`src/sv/assert_macros.svh`:
```
// assertion macros used by the spin jump detector top level
`ifndef ASSERT_MACROS_SVH
`define ASSERT_MACROS_SVH

// property holds in the same cycle as its condition
`define ASSERT_IMPLIES(lbl, cond, prop) \
    lbl: assert property (@(posedge i_clk) disable iff (!i_rst_n) (cond) |-> (prop)) \
        else $error("assertion failed");

// property holds in the cycle after its condition
`define ASSERT_NEXT(lbl, cond, prop) \
    lbl: assert property (@(posedge i_clk) disable iff (!i_rst_n) (cond) |=> (prop)) \
        else $error("assertion failed");

`endif

```
`src/sv/sjd_pkg.sv`:
```
// types, constants and the arctangent table of the spin jump detector
`default_nettype none

package sjd_pkg;

    localparam logic signed [17:0] PI_Q13      = 18'sd25736;
    localparam logic signed [17:0] TWO_PI_Q13  = 18'sd51472;
    localparam logic signed [16:0] HALF_PI_Q13 = 17'sd12868;
    localparam logic signed [16:0] CLAMP_Q13   = 17'sd25736;

    localparam logic [1:0] CFG_ANGLE_LIMIT  = 2'd0;
    localparam logic [1:0] CFG_PERIOD_LIMIT = 2'd1;
    localparam logic [1:0] CFG_FOLLOW_FRAC  = 2'd2;

    typedef enum logic [2:0] {
        ST_IDLE,
        ST_PREP,
        ST_ROT,
        ST_WRAP,
        ST_JUMP,
        ST_MUL,
        ST_DEC
    } t_state;

    typedef struct packed {
        logic busy;
        logic done;
    } t_cordic_sts;

    function automatic logic [12:0] atan_q13(input logic [4:0] idx);
        logic [12:0] v;
        case (idx)
            5'd0:    v = 13'd6434;
            5'd1:    v = 13'd3798;
            5'd2:    v = 13'd2007;
            5'd3:    v = 13'd1019;
            5'd4:    v = 13'd511;
            5'd5:    v = 13'd256;
            5'd6:    v = 13'd128;
            5'd7:    v = 13'd64;
            5'd8:    v = 13'd32;
            5'd9:    v = 13'd16;
            5'd10:   v = 13'd8;
            5'd11:   v = 13'd4;
            5'd12:   v = 13'd2;
            5'd13:   v = 13'd1;
            default: v = 13'd0;
        endcase
        return v;
    endfunction

endpackage

`default_nettype wire

```
`src/sv/sjd_cordic.sv`:
```
// iterative vectoring cordic, one micro-rotation per cycle
`default_nettype none

module sjd_cordic #(
    parameter int CORDIC_STEPS = 16
) (
    input  wire                       i_clk,
    input  wire                       i_rst_n,
    input  wire                       i_start,
    input  wire logic signed [23:0]   i_x,
    input  wire logic signed [23:0]   i_y,
    output sjd_pkg::t_cordic_sts      o_sts,
    output logic signed [15:0]        o_yaw
);
    import sjd_pkg::*;

    localparam int IW = (CORDIC_STEPS > 1) ? $clog2(CORDIC_STEPS) : 1;

    logic signed [34:0] r_cx, r_cy;
    logic signed [16:0] r_z;
    logic [IW-1:0]      r_iter;
    logic               r_busy, r_done, r_zero;

    logic signed [34:0] x0, y0, n_cx, n_cy, dx, dy;
    logic signed [16:0] z0, n_z, ang, zc;

    always_comb begin
        x0 = {{3{i_x[23]}}, i_x, 8'd0};
        y0 = {{3{i_y[23]}}, i_y, 8'd0};
        z0 = '0;
        if (x0 < 0) begin
            if (y0 >= 0) begin
                z0 = HALF_PI_Q13;
                n_cx = y0;
                n_cy = -x0;
            end else begin
                z0 = -HALF_PI_Q13;
                n_cx = -y0;
                n_cy = x0;
            end
        end else begin
            n_cx = x0;
            n_cy = y0;
        end
    end

    always_comb begin
        dx  = r_cy >>> r_iter;
        dy  = r_cx >>> r_iter;
        ang = {4'd0, atan_q13(5'(r_iter))};
        n_z = (r_cy > 0) ? r_z + ang : r_z - ang;
    end

    always_ff @(posedge i_clk) begin
        if (!i_rst_n) begin
            r_busy <= 1'b0;
            r_done <= 1'b0;
        end else begin
            r_done <= 1'b0;
            if (i_start) begin
                r_busy <= 1'b1;
                r_iter <= '0;
                r_cx   <= n_cx;
                r_cy   <= n_cy;
                r_z    <= z0;
                r_zero <= (i_x == 24'sd0) && (i_y == 24'sd0);
            end else if (r_busy) begin
                if (r_cy > 0) begin
                    r_cx <= r_cx + dx;
                    r_cy <= r_cy - dy;
                end else begin
                    r_cx <= r_cx - dx;
                    r_cy <= r_cy + dy;
                end
                r_z    <= n_z;
                r_iter <= r_iter + 1'b1;
                if (r_iter == IW'(CORDIC_STEPS - 1)) begin
                    r_busy <= 1'b0;
                    r_done <= 1'b1;
                end
            end
        end
    end

    always_comb begin
        if (r_z > CLAMP_Q13) begin
            zc = CLAMP_Q13;
        end else if (r_z < -CLAMP_Q13) begin
            zc = -CLAMP_Q13;
        end else begin
            zc = r_z;
        end
        o_yaw      = r_zero ? 16'sd0 : 16'(zc);
        o_sts.busy = r_busy;
        o_sts.done = r_done;
    end

endmodule

`default_nettype wire

```
`src/sv/spin_jump_detector.sv`:
```
// spin jump detector top level: sequencer, tracking state and result register
// tracked word: prep, cordic rotation, wrap, jump, multiply, decide; untracked word: prep, multiply, decide
// one word at a time; a tracked word also waits on the iterative cordic
// a new word is taken once the previous one has reached the result register
// synchronous active-low reset clears spin state, counters, the last jump stamp and config
// config registers reset to angle 3277, period 800000 us, follow 128
`default_nettype none
`include "assert_macros.svh"

module spin_jump_detector #(
    parameter int CORDIC_STEPS = 16
) (
    input  wire                       i_clk,
    input  wire                       i_rst_n,
    input  wire                       i_valid,
    output logic                      o_stall,
    input  wire logic [31:0]          i_stamp_us,
    input  wire                       i_tracking,
    input  wire logic signed [23:0]   i_pos_x,
    input  wire logic signed [23:0]   i_pos_y,
    input  wire logic signed [23:0]   i_pos_z,
    input  wire logic signed [23:0]   i_vel_x,
    input  wire logic signed [23:0]   i_vel_y,
    input  wire logic signed [23:0]   i_vel_z,
    output logic                      o_valid,
    input  wire                       i_stall,
    output logic signed [23:0]        o_out_pos_x,
    output logic signed [23:0]        o_out_pos_y,
    output logic signed [23:0]        o_out_pos_z,
    output logic signed [23:0]        o_out_vel_x,
    output logic signed [23:0]        o_out_vel_y,
    output logic signed [23:0]        o_out_vel_z,
    output logic                      o_fire_hint,
    output logic                      o_spinning,
    output logic [7:0]                o_jumps_seen,
    output logic signed [15:0]        o_yaw_step,
    output logic [31:0]               o_period_us,
    output logic [31:0]               o_since_jump_us,
    input  wire                       i_cfg_valid,
    output logic                      o_cfg_ready,
    input  wire logic [1:0]           i_cfg_index,
    input  wire logic [31:0]          i_cfg_data
);
    import sjd_pkg::*;

    t_state r_state, n_state;

    // config
    logic [14:0] r_angle_limit;
    logic [31:0] r_period_limit;
    logic [15:0] r_follow;

    // spin state
    logic               r_spin, r_last_neg;
    logic [7:0]         r_count;
    logic [31:0]        r_period, r_last_stamp;
    logic signed [23:0] r_jpos [3];
    logic signed [15:0] r_prev_yaw;

    // captured word and working values
    logic [31:0]        r_stamp, r_since;
    logic               r_trk;
    logic signed [23:0] r_pos [3];
    logic signed [23:0] r_vel [3];
    logic signed [15:0] r_step;
    logic [47:0]        r_rhs;

    // result register
    logic               r_out_valid, r_fire, r_ospin;
    logic signed [23:0] r_opos [3];
    logic signed [23:0] r_ovel [3];
    logic [7:0]         r_ocount;
    logic signed [15:0] r_ostep;
    logic [31:0]        r_operiod, r_osince;

    logic               in_acc, out_free, cor_start;
    logic [31:0]        since;
    logic signed [15:0] yaw, mag;
    logic signed [17:0] d, dw;
    logic [7:0]         n_count;
    logic               neg, hold;
    t_cordic_sts        cor_sts;

    sjd_cordic #(
        .CORDIC_STEPS(CORDIC_STEPS)
    ) u_cordic (
        .i_clk   (i_clk),
        .i_rst_n (i_rst_n),
        .i_start (cor_start),
        .i_x     (r_pos[0]),
        .i_y     (r_pos[1]),
        .o_sts   (cor_sts),
        .o_yaw   (yaw)
    );

    assign o_stall     = (r_state != ST_IDLE);
    assign in_acc      = i_valid && !o_stall;
    assign out_free    = !r_out_valid || !i_stall;
    assign o_cfg_ready = 1'b1;

    always_ff @(posedge i_clk) begin
        if (!i_rst_n) begin
            r_state <= ST_IDLE;
        end else begin
            r_state <= n_state;
        end
    end

    always_comb begin
        n_state   = r_state;
        cor_start = 1'b0;
        case (r_state)
            ST_IDLE: begin
                if (in_acc) begin
                    n_state = ST_PREP;
                end
            end
            ST_PREP: begin
                cor_start = r_trk;
                n_state   = r_trk ? ST_ROT : ST_MUL;
            end
            ST_ROT: begin
                if (cor_sts.done) begin
                    n_state = ST_WRAP;
                end
            end
            ST_WRAP: n_state = ST_JUMP;
            ST_JUMP: n_state = ST_MUL;
            ST_MUL:  n_state = ST_DEC;
            ST_DEC: begin
                if (out_free) begin
                    n_state = ST_IDLE;
                end
            end
            default: n_state = ST_IDLE;
        endcase
    end

    always_comb begin
        since = r_stamp - r_last_stamp;
        d     = {{2{yaw[15]}}, yaw} - {{2{r_prev_yaw[15]}}, r_prev_yaw};
        if (d >= PI_Q13) begin
            dw = d - TWO_PI_Q13;
        end else if (d < -PI_Q13) begin
            dw = d + TWO_PI_Q13;
        end else begin
            dw = d;
        end
        neg     = r_step[15];
        mag     = neg ? -r_step : r_step;
        n_count = (r_count == 8'hff) ? r_count : r_count + 8'd1;
        hold    = r_spin && !({8'd0, r_since, 8'd0} < r_rhs);
    end

    // config port
    always_ff @(posedge i_clk) begin
        if (!i_rst_n) begin
            r_angle_limit  <= 15'd3277;
            r_period_limit <= 32'd800000;
            r_follow       <= 16'd128;
        end else if (i_cfg_valid && o_cfg_ready) begin
            case (i_cfg_index)
                CFG_ANGLE_LIMIT:  r_angle_limit  <= i_cfg_data[14:0];
                CFG_PERIOD_LIMIT: r_period_limit <= i_cfg_data;
                CFG_FOLLOW_FRAC:  r_follow       <= i_cfg_data[15:0];
                default: ;
            endcase
        end
    end

    // captured word and working values
    always_ff @(posedge i_clk) begin
        if (in_acc) begin
            r_stamp  <= i_stamp_us;
            r_trk    <= i_tracking;
            r_pos[0] <= i_pos_x;
            r_pos[1] <= i_pos_y;
            r_pos[2] <= i_pos_z;
            r_vel[0] <= i_vel_x;
            r_vel[1] <= i_vel_y;
            r_vel[2] <= i_vel_z;
        end
        if (r_state == ST_PREP) begin
            r_since <= since;
            r_step  <= 16'sd0;
        end
        if (r_state == ST_WRAP) begin
            r_step <= 16'(dw);
        end
        if (r_state == ST_MUL) begin
            r_rhs <= r_follow * r_period;
        end
    end

    // spin state
    always_ff @(posedge i_clk) begin
        if (!i_rst_n) begin
            r_spin       <= 1'b0;
            r_last_neg   <= 1'b0;
            r_count      <= 8'd0;
            r_period     <= 32'd0;
            r_last_stamp <= 32'd0;
            r_prev_yaw   <= 16'sd0;
            r_jpos[0]    <= 24'sd0;
            r_jpos[1]    <= 24'sd0;
            r_jpos[2]    <= 24'sd0;
        end else begin
            if (r_state == ST_PREP && since > r_period_limit) begin
                r_spin  <= 1'b0;
                r_count <= 8'd0;
            end
            if (r_state == ST_JUMP) begin
                r_prev_yaw <= yaw;
                if ($unsigned(mag) > {1'b0, r_angle_limit}) begin
                    r_count <= n_count;
                    if (n_count > 8'd1 && neg == r_last_neg) begin
                        r_spin   <= 1'b1;
                        r_period <= r_since;
                    end
                    r_last_stamp <= r_stamp;
                    r_jpos[0]    <= r_pos[0];
                    r_jpos[1]    <= r_pos[1];
                    r_jpos[2]    <= r_pos[2];
                    r_last_neg   <= neg;
                end
            end
        end
    end

    // result register
    always_ff @(posedge i_clk) begin
        if (!i_rst_n) begin
            r_out_valid <= 1'b0;
        end else if (r_state == ST_DEC && out_free) begin
            r_out_valid <= 1'b1;
        end else if (!i_stall) begin
            r_out_valid <= 1'b0;
        end
    end

    always_ff @(posedge i_clk) begin
        if (r_state == ST_DEC && out_free) begin
            for (int k = 0; k < 3; k++) begin
                r_opos[k] <= hold ? r_jpos[k] : r_pos[k];
                r_ovel[k] <= hold ? 24'sd0 : r_vel[k];
            end
            r_fire    <= r_spin ? !hold : r_trk;
            r_ospin   <= r_spin;
            r_ocount  <= r_count;
            r_ostep   <= r_step;
            r_operiod <= r_period;
            r_osince  <= r_since;
        end
    end

    assign o_valid         = r_out_valid;
    assign o_out_pos_x     = r_opos[0];
    assign o_out_pos_y     = r_opos[1];
    assign o_out_pos_z     = r_opos[2];
    assign o_out_vel_x     = r_ovel[0];
    assign o_out_vel_y     = r_ovel[1];
    assign o_out_vel_z     = r_ovel[2];
    assign o_fire_hint     = r_fire;
    assign o_spinning      = r_ospin;
    assign o_jumps_seen    = r_ocount;
    assign o_yaw_step      = r_ostep;
    assign o_period_us     = r_operiod;
    assign o_since_jump_us = r_osince;

    `ASSERT_IMPLIES(a_cordic_in_rot, cor_sts.busy || cor_sts.done, r_state == ST_ROT)
    `ASSERT_IMPLIES(a_spin_count, o_valid && o_spinning, o_jumps_seen >= 8'd2)
    `ASSERT_IMPLIES(a_hold_zero_vel, o_valid && o_spinning && !o_fire_hint, (o_out_vel_x == 24'sd0) && (o_out_vel_y == 24'sd0) && (o_out_vel_z == 24'sd0))
    `ASSERT_NEXT(a_accept_prep, in_acc, r_state == ST_PREP)

endmodule

`default_nettype wire
```
`config.mk`:
```
export PLATFORM = sky130hd
export DESIGN_NAME = spin_jump_detector
export DESIGN_NICKNAME = d
export VERILOG_FILES = /design/src/sv/sjd_pkg.sv /design/src/sv/sjd_cordic.sv /design/src/sv/spin_jump_detector.sv
export VERILOG_INCLUDE_DIRS = /design/src /design/src/sv
export SDC_FILE = /design/constraint.sdc
export NUM_CORES = 2
export LEC_CHECK = 0
export ABC_AREA = 1
export BUFFER_PORTS_ARGS = -buffer_cell sky130_fd_sc_hd__clkbuf_2
export CAP_MARGIN = 20
export CORE_MARGIN = 1
export CORE_UTILIZATION = 55
export DETAILED_ROUTE_END_ITERATION = 12
export PLACE_DENSITY = 0.71
export SLEW_MARGIN = 20
export SYNTH_ARGS = -nofsm -noshare
export SYNTH_HDL_FRONTEND = slang
export SYNTH_HIERARCHICAL = 1
export SYNTH_SLANG_ARGS = --single-unit
```
`constraint.sdc`:
```
create_clock -name i_clk -period 13.55 [get_ports i_clk]
set_clock_uncertainty 0.05 [all_clocks]
set_input_delay 2.0325 -clock i_clk [delete_from_list [all_inputs] [get_ports i_clk]]
set_output_delay 2.0325 -clock i_clk [all_outputs]
set_load 0.02 [all_outputs]
```
* Yosys cells after proc, flatten, opt, wreduce, memory -nomap -nowiden *
Memories as Yosys holds them, arrays and structs flattened. A register that Yosys moved wholly into a read port is not among the register bits.
Index checks and enable logic that the tools add are counted.
W data, S select, Z words.

operators by class
  add/sub/neg operators = 15
  $mul = 1
  magnitude comparators = 11
  equal/unequal tests = 15
  shift-type cells = 2
  multiplexer cells = 65
  bitwise logic cells = 5
  reduce and logical (&&, ||, !) cells = 28

operators by type and width
  kind                    count
  $mux W35                10
  $mux W24                9
  $mux W16                8
  $mux W17                5
  $add A35 B35 Y35        2
  $neg A32 Y35            2
  $sshr A35 B4 Y35        2
  $sub A35 B35 Y35        2
  $logic_not A24 Y1       2
  $lt A40 B48 Y1          1
  $mul A16 B32 Y48        1
  $gt A35 B1 Y1 const B   1
  $lt A17 B16 Y1 const B  2
  $ge A32 B1 Y1 const B   1
  $gt A32 B32 Y1          1
  $lt A32 B1 Y1 const B   1
  $mux W8                 4
  $sub A32 B32 Y32        1
  $mux W1                 21
  $pmux W3 S7             1
  $add A17 B14 Y17        1
  $ge A17 B16 Y1 const B  1
  $gt A17 B16 Y1 const B  1
  $sub A16 B16 Y17        1
  32 further kinds        61

storage, ports and cells
  register bits after elaboration = 470
  RAM bits = 360
  bits in read-only memories = 208
  input bits = 216
  output and inout port bits = 237
  logic and storage cells = 177
  memories = 6

memories
  name             depth  bits a word  read ports  clocked after Yosys merged registers in  wr ports  RTL line                  text
  (no name shown)  16     13           1           1                                        0         sjd_pkg.sv:32             case (idx)
  r_jpos           3      24           3           0                                        3         spin_jump_detector.sv:57  logic signed [23:0] r_jpos [3];
  r_opos           3      24           3           0                                        3         spin_jump_detector.sv:70  logic signed [23:0] r_opos [3];
  r_ovel           3      24           3           0                                        3         spin_jump_detector.sv:71  logic signed [23:0] r_ovel [3];
  r_pos            3      24           3           0                                        3         spin_jump_detector.sv:63  logic signed [23:0] r_pos [3];
  r_vel            3      24           3           0                                        3         spin_jump_detector.sv:64  logic signed [23:0] r_vel [3];

* Longest topological paths before layout *
  depth in word-level cells = 9
  mapped depth = 33
  mapped depth without buffers = 33

* Hierarchy *
The synthesis kept the hierarchy.

by module, submodules not included
  module              times used  cells each  area an instance (µm²)  sequential area each (µm²)
  spin_jump_detector  1           5177        48343.9                 20529.7
  sjd_cordic          1           2627        15951.5                 3062.9

* Worst setup path after synthesis *
OpenSTA, ideal clock, no wires.

  kind = input to register
  start point = input port i_stall
  end point = register r_fire, in the netlist o_fire_hint (enable)
  setup time = 835 ps
  arrival time = 11794 ps
  data required time = 12665 ps
  path slack = 870 ps
  cell stages on the path = 3
  buffers on the path = 0
  path through = nand2_1 inv_1 nor2_1

on the way
  word-level cells in the longest chain between the ends = 3

RTL lines
  item                  RTL line                   text
  from (decl)           spin_jump_detector.sv:26   input wire i_stall,
  $logic_not A1 Y1      -
  $logic_or A1 B1 Y1    spin_jump_detector.sv:98   assign out_free = !r_out_valid || !i_stall;
  $logic_and A1 B1 Y1   spin_jump_detector.sv:242  if (r_state == ST_DEC && out_free) begin
  to (signal assigned)  spin_jump_detector.sv:247  r_fire <= r_spin ? !hold : r_trk;
  to (decl)             spin_jump_detector.sv:69   logic r_out_valid, r_fire, r_ospin;

Every way passes these cells.
A chain may end at the register's enable or synchronous reset.

* Worst setup path in the final report *
  start point = register r_follow[10]
  end point = register r_rhs[38] (data pin)

on the way
  word-level cells in the longest chain between the ends = 1

RTL lines
  item                    RTL line                   text
  from (decl)             spin_jump_detector.sv:51   logic [15:0] r_follow;
  from (signal assigned)  spin_jump_detector.sv:165  CFG_FOLLOW_FRAC: r_follow <= i_cfg_data[15:0];
  $mul A16 B32 Y48        spin_jump_detector.sv:191  r_rhs <= r_follow * r_period;
  to (signal assigned)    spin_jump_detector.sv:191
  to (decl)               spin_jump_detector.sv:66   logic [47:0] r_rhs;

Every way passes these cells.

==> impl_metrics.toml <==
[final_layout]
design_area_um2 = 70800
final_nets = 9088
drive_above_1_share_pct = 10.1
fill_cells = 10300
syn_to_final_growth_pct = 10.1
seqCellArea_um2 = 23600
multi_input_area_um2 = 34200

[worst_setup_path]
worstPathArrival_ns = 7.13
worstPathRequired_ns = 13.92
r2r_start = "r_follow[10]"
r2r_setup_slack_ns = 6.79
crit_path_end_kind = "flip-flop"
crit_type = "flip-flop to flip-flop"
setup.worst_path.start_class = "flip-flop"
rr_worst_depth = 23
r2r-end = "r_rhs[38]"
crit_fanout = 19

[floorplanning]
initial_core_util_pct = 55.4
rows = 125
die_h_um = 344
core-area_um2 = 116000
die-area_um2 = 118000
boundaryPins = 453
die_w_um = 344

[placement]
dpl.hpwl_mm = 146
io_buffers = 451
place_area_um2 = 67600
gp_congestion = 1.02

[clocking]
cts_resized = 0
htree_levels = 3
hold_buffers = 0
cts.path.max_buffers = 3
clock-sinks = 843
cts_tree = "yes"
numCtsBuffers = 90
clkSlewWorstSetupHoldPaths_ns = 0.07
clock_latency_ns = 0.71
root_buffer = "clkbuf_16"
postCtsSetupBuffers = 0

[flow_run]
cap_violations = 0

[synth]
yosys_warnings = 6
synth_nets = 8789
synthCells = 7803
syn_avg_cell_area_um2 = 8.24
syn_area_um2 = 64300

[route]
drc_errors = 0
drt_pass1_iterations = 9
vias = 54100
wl_met2_mm = 91.2
wl_mm = 192
route.layer.met1.wl_mm = 75.1
top_layer_used = "met5"
postRouteAntennaNets = 0
wire_per_inst_um = 19.8
dr.first_iter.drc_count = 4584
vias_per_cell = 5.57
dr_wl_met3_mm = 14.4

[global_routing]
first_global_vias = 52500
antenna_found_initial = 12
overflow = 0
grt_pass1_wl_mm = 296
grtUsageTotal_pct = 32.4
grt_max_degree = 76

[timing]
fmax_mhz = 148
hold_viol_final = 0
tns_ns = 0
max_slew.worst_pin.slew_ns = 1.09
period_share_pct = 49.9
rsz0062_at_grt = "no"
drv_slew = 0
min_period_ns = 6.76
setup_viol = 0
slew_headroom_pct = 27.2

[run_status]
status = "finished clean"

[power]
powerDensity_nw_per_um2 = 182
power_leakage_uw = 0.0338
vdd_drop_max_v = 0.000133

[hold_path]
min_from = "r_prev_yaw[3]"
min_path_type = "flip-flop to flip-flop"
holdPathStages = 2
holdPathEnd = "r_prev_yaw[3]"
## how the worst max path moves through the flow
stage                     cells after the start         start     endpoint  slack, ns
after floorplan                               3       i_stall  o_fire_hint       0.87
after global placement                       23  r_follow[10]    r_rhs[38]       6.89
after detailed placement                     23  r_follow[10]    r_rhs[38]       6.85
after CTS                                    23  r_follow[10]    r_rhs[38]       6.81
after global routing                         23  r_follow[10]    r_rhs[38]       6.46
final                                        23  r_follow[10]    r_rhs[38]       6.79
## state kept, by name, summed over array words and instances (netlist names), 17 cells and up
| register | cells |
|---|---|
| r_jpos | 72 |
| r_opos | 72 |
| r_ovel | 72 |
| r_pos | 72 |
| r_vel | 72 |
| r_rhs | 48 |
| u_cordic/r_cx | 35 |
| u_cordic/r_cy | 35 |
| o_period_us | 32 |
| o_since_jump_us | 32 |
| r_last_stamp | 32 |
| r_period | 32 |
| r_period_limit | 32 |
| r_since | 32 |
| r_stamp | 32 |
| u_cordic/r_z | 17 |
## routing by layer
layer / track usage, % / vias up
met1: 40.9 / 25800
met2: 54.2 / 2247
met5: 0 / -
li1: - / 25500
met4: 17.0 / 6
met3: 4.62 / 498
## cell type report
cell class / instances / area share, %
antenna: 8 / 0.0283
clock buffer: 123 / 3.57
clock inverter: 46 / 0.882
inverter: 1379 / 7.33
multi-input combinational: 5273 / 48.3
sequential: 843 / 33.3
tap: 1524 / 2.69
timing repair buffer: 515 / 3.89
## report_power, final
| group | total [uW] | switching [uW] | internal (uW) |
|---|---|---|---|
| registers | 4010 | 428 | 3580 |
| clock network | 2620 | 1130 | 1490 |
| logic | 6240 | 4210 | 2030 |
## through the flow
step	hold slack (ns)	setup slack, ns	util [%]	cells	total power (uW)
after floorplan	0.356	0.870	-	7803	8520
after global placement	0.372	6.89	58.2	9533	10000
after detailed placement	0.371	6.85	58.2	9533	10200
after CTS	0.407	6.81	60.9	9702	12800
after global routing	0.418	6.46	61.0	9711	13700
final	0.409	6.79	61.0	9711	12900
## cells in the final DEF (no fill, tap or decap), types with 75 or more instances in the layout
master        n
a21oi_1     399
clkbuf_16    93
clkbuf_2    450
dfxtp_1     168
edfxtp_1    671
fa_1        423
ha_1        347
inv_1      1359
nand2_1    1911
nand3_1     502
nor2_1      622
o21ai_0     317
xnor2_1      75
xor2_1      134
## critical path: stages, from the launching register on
cell	delay [ns]
dfxtp_1	0.81
buf_4	0.46
nand2_1	0.13
fa_1	0.56
inv_1	0.06
fa_1	0.57
fa_1	0.46
fa_1	0.54
fa_1	0.56
inv_1	0.06
fa_1	0.54
inv_1	0.05
ha_1	0.36
a21oi_1	0.24
inv_1	0.07
a21oi_1	0.24
o21a_1	0.17
o21ai_1	0.10
nand2_1	0.09
inv_1	0.06
o21ai_1	0.15
nand2_1	0.07
nand2_1	0.06
nand2_1	0.04
Power figures use the tool's default switching activity.
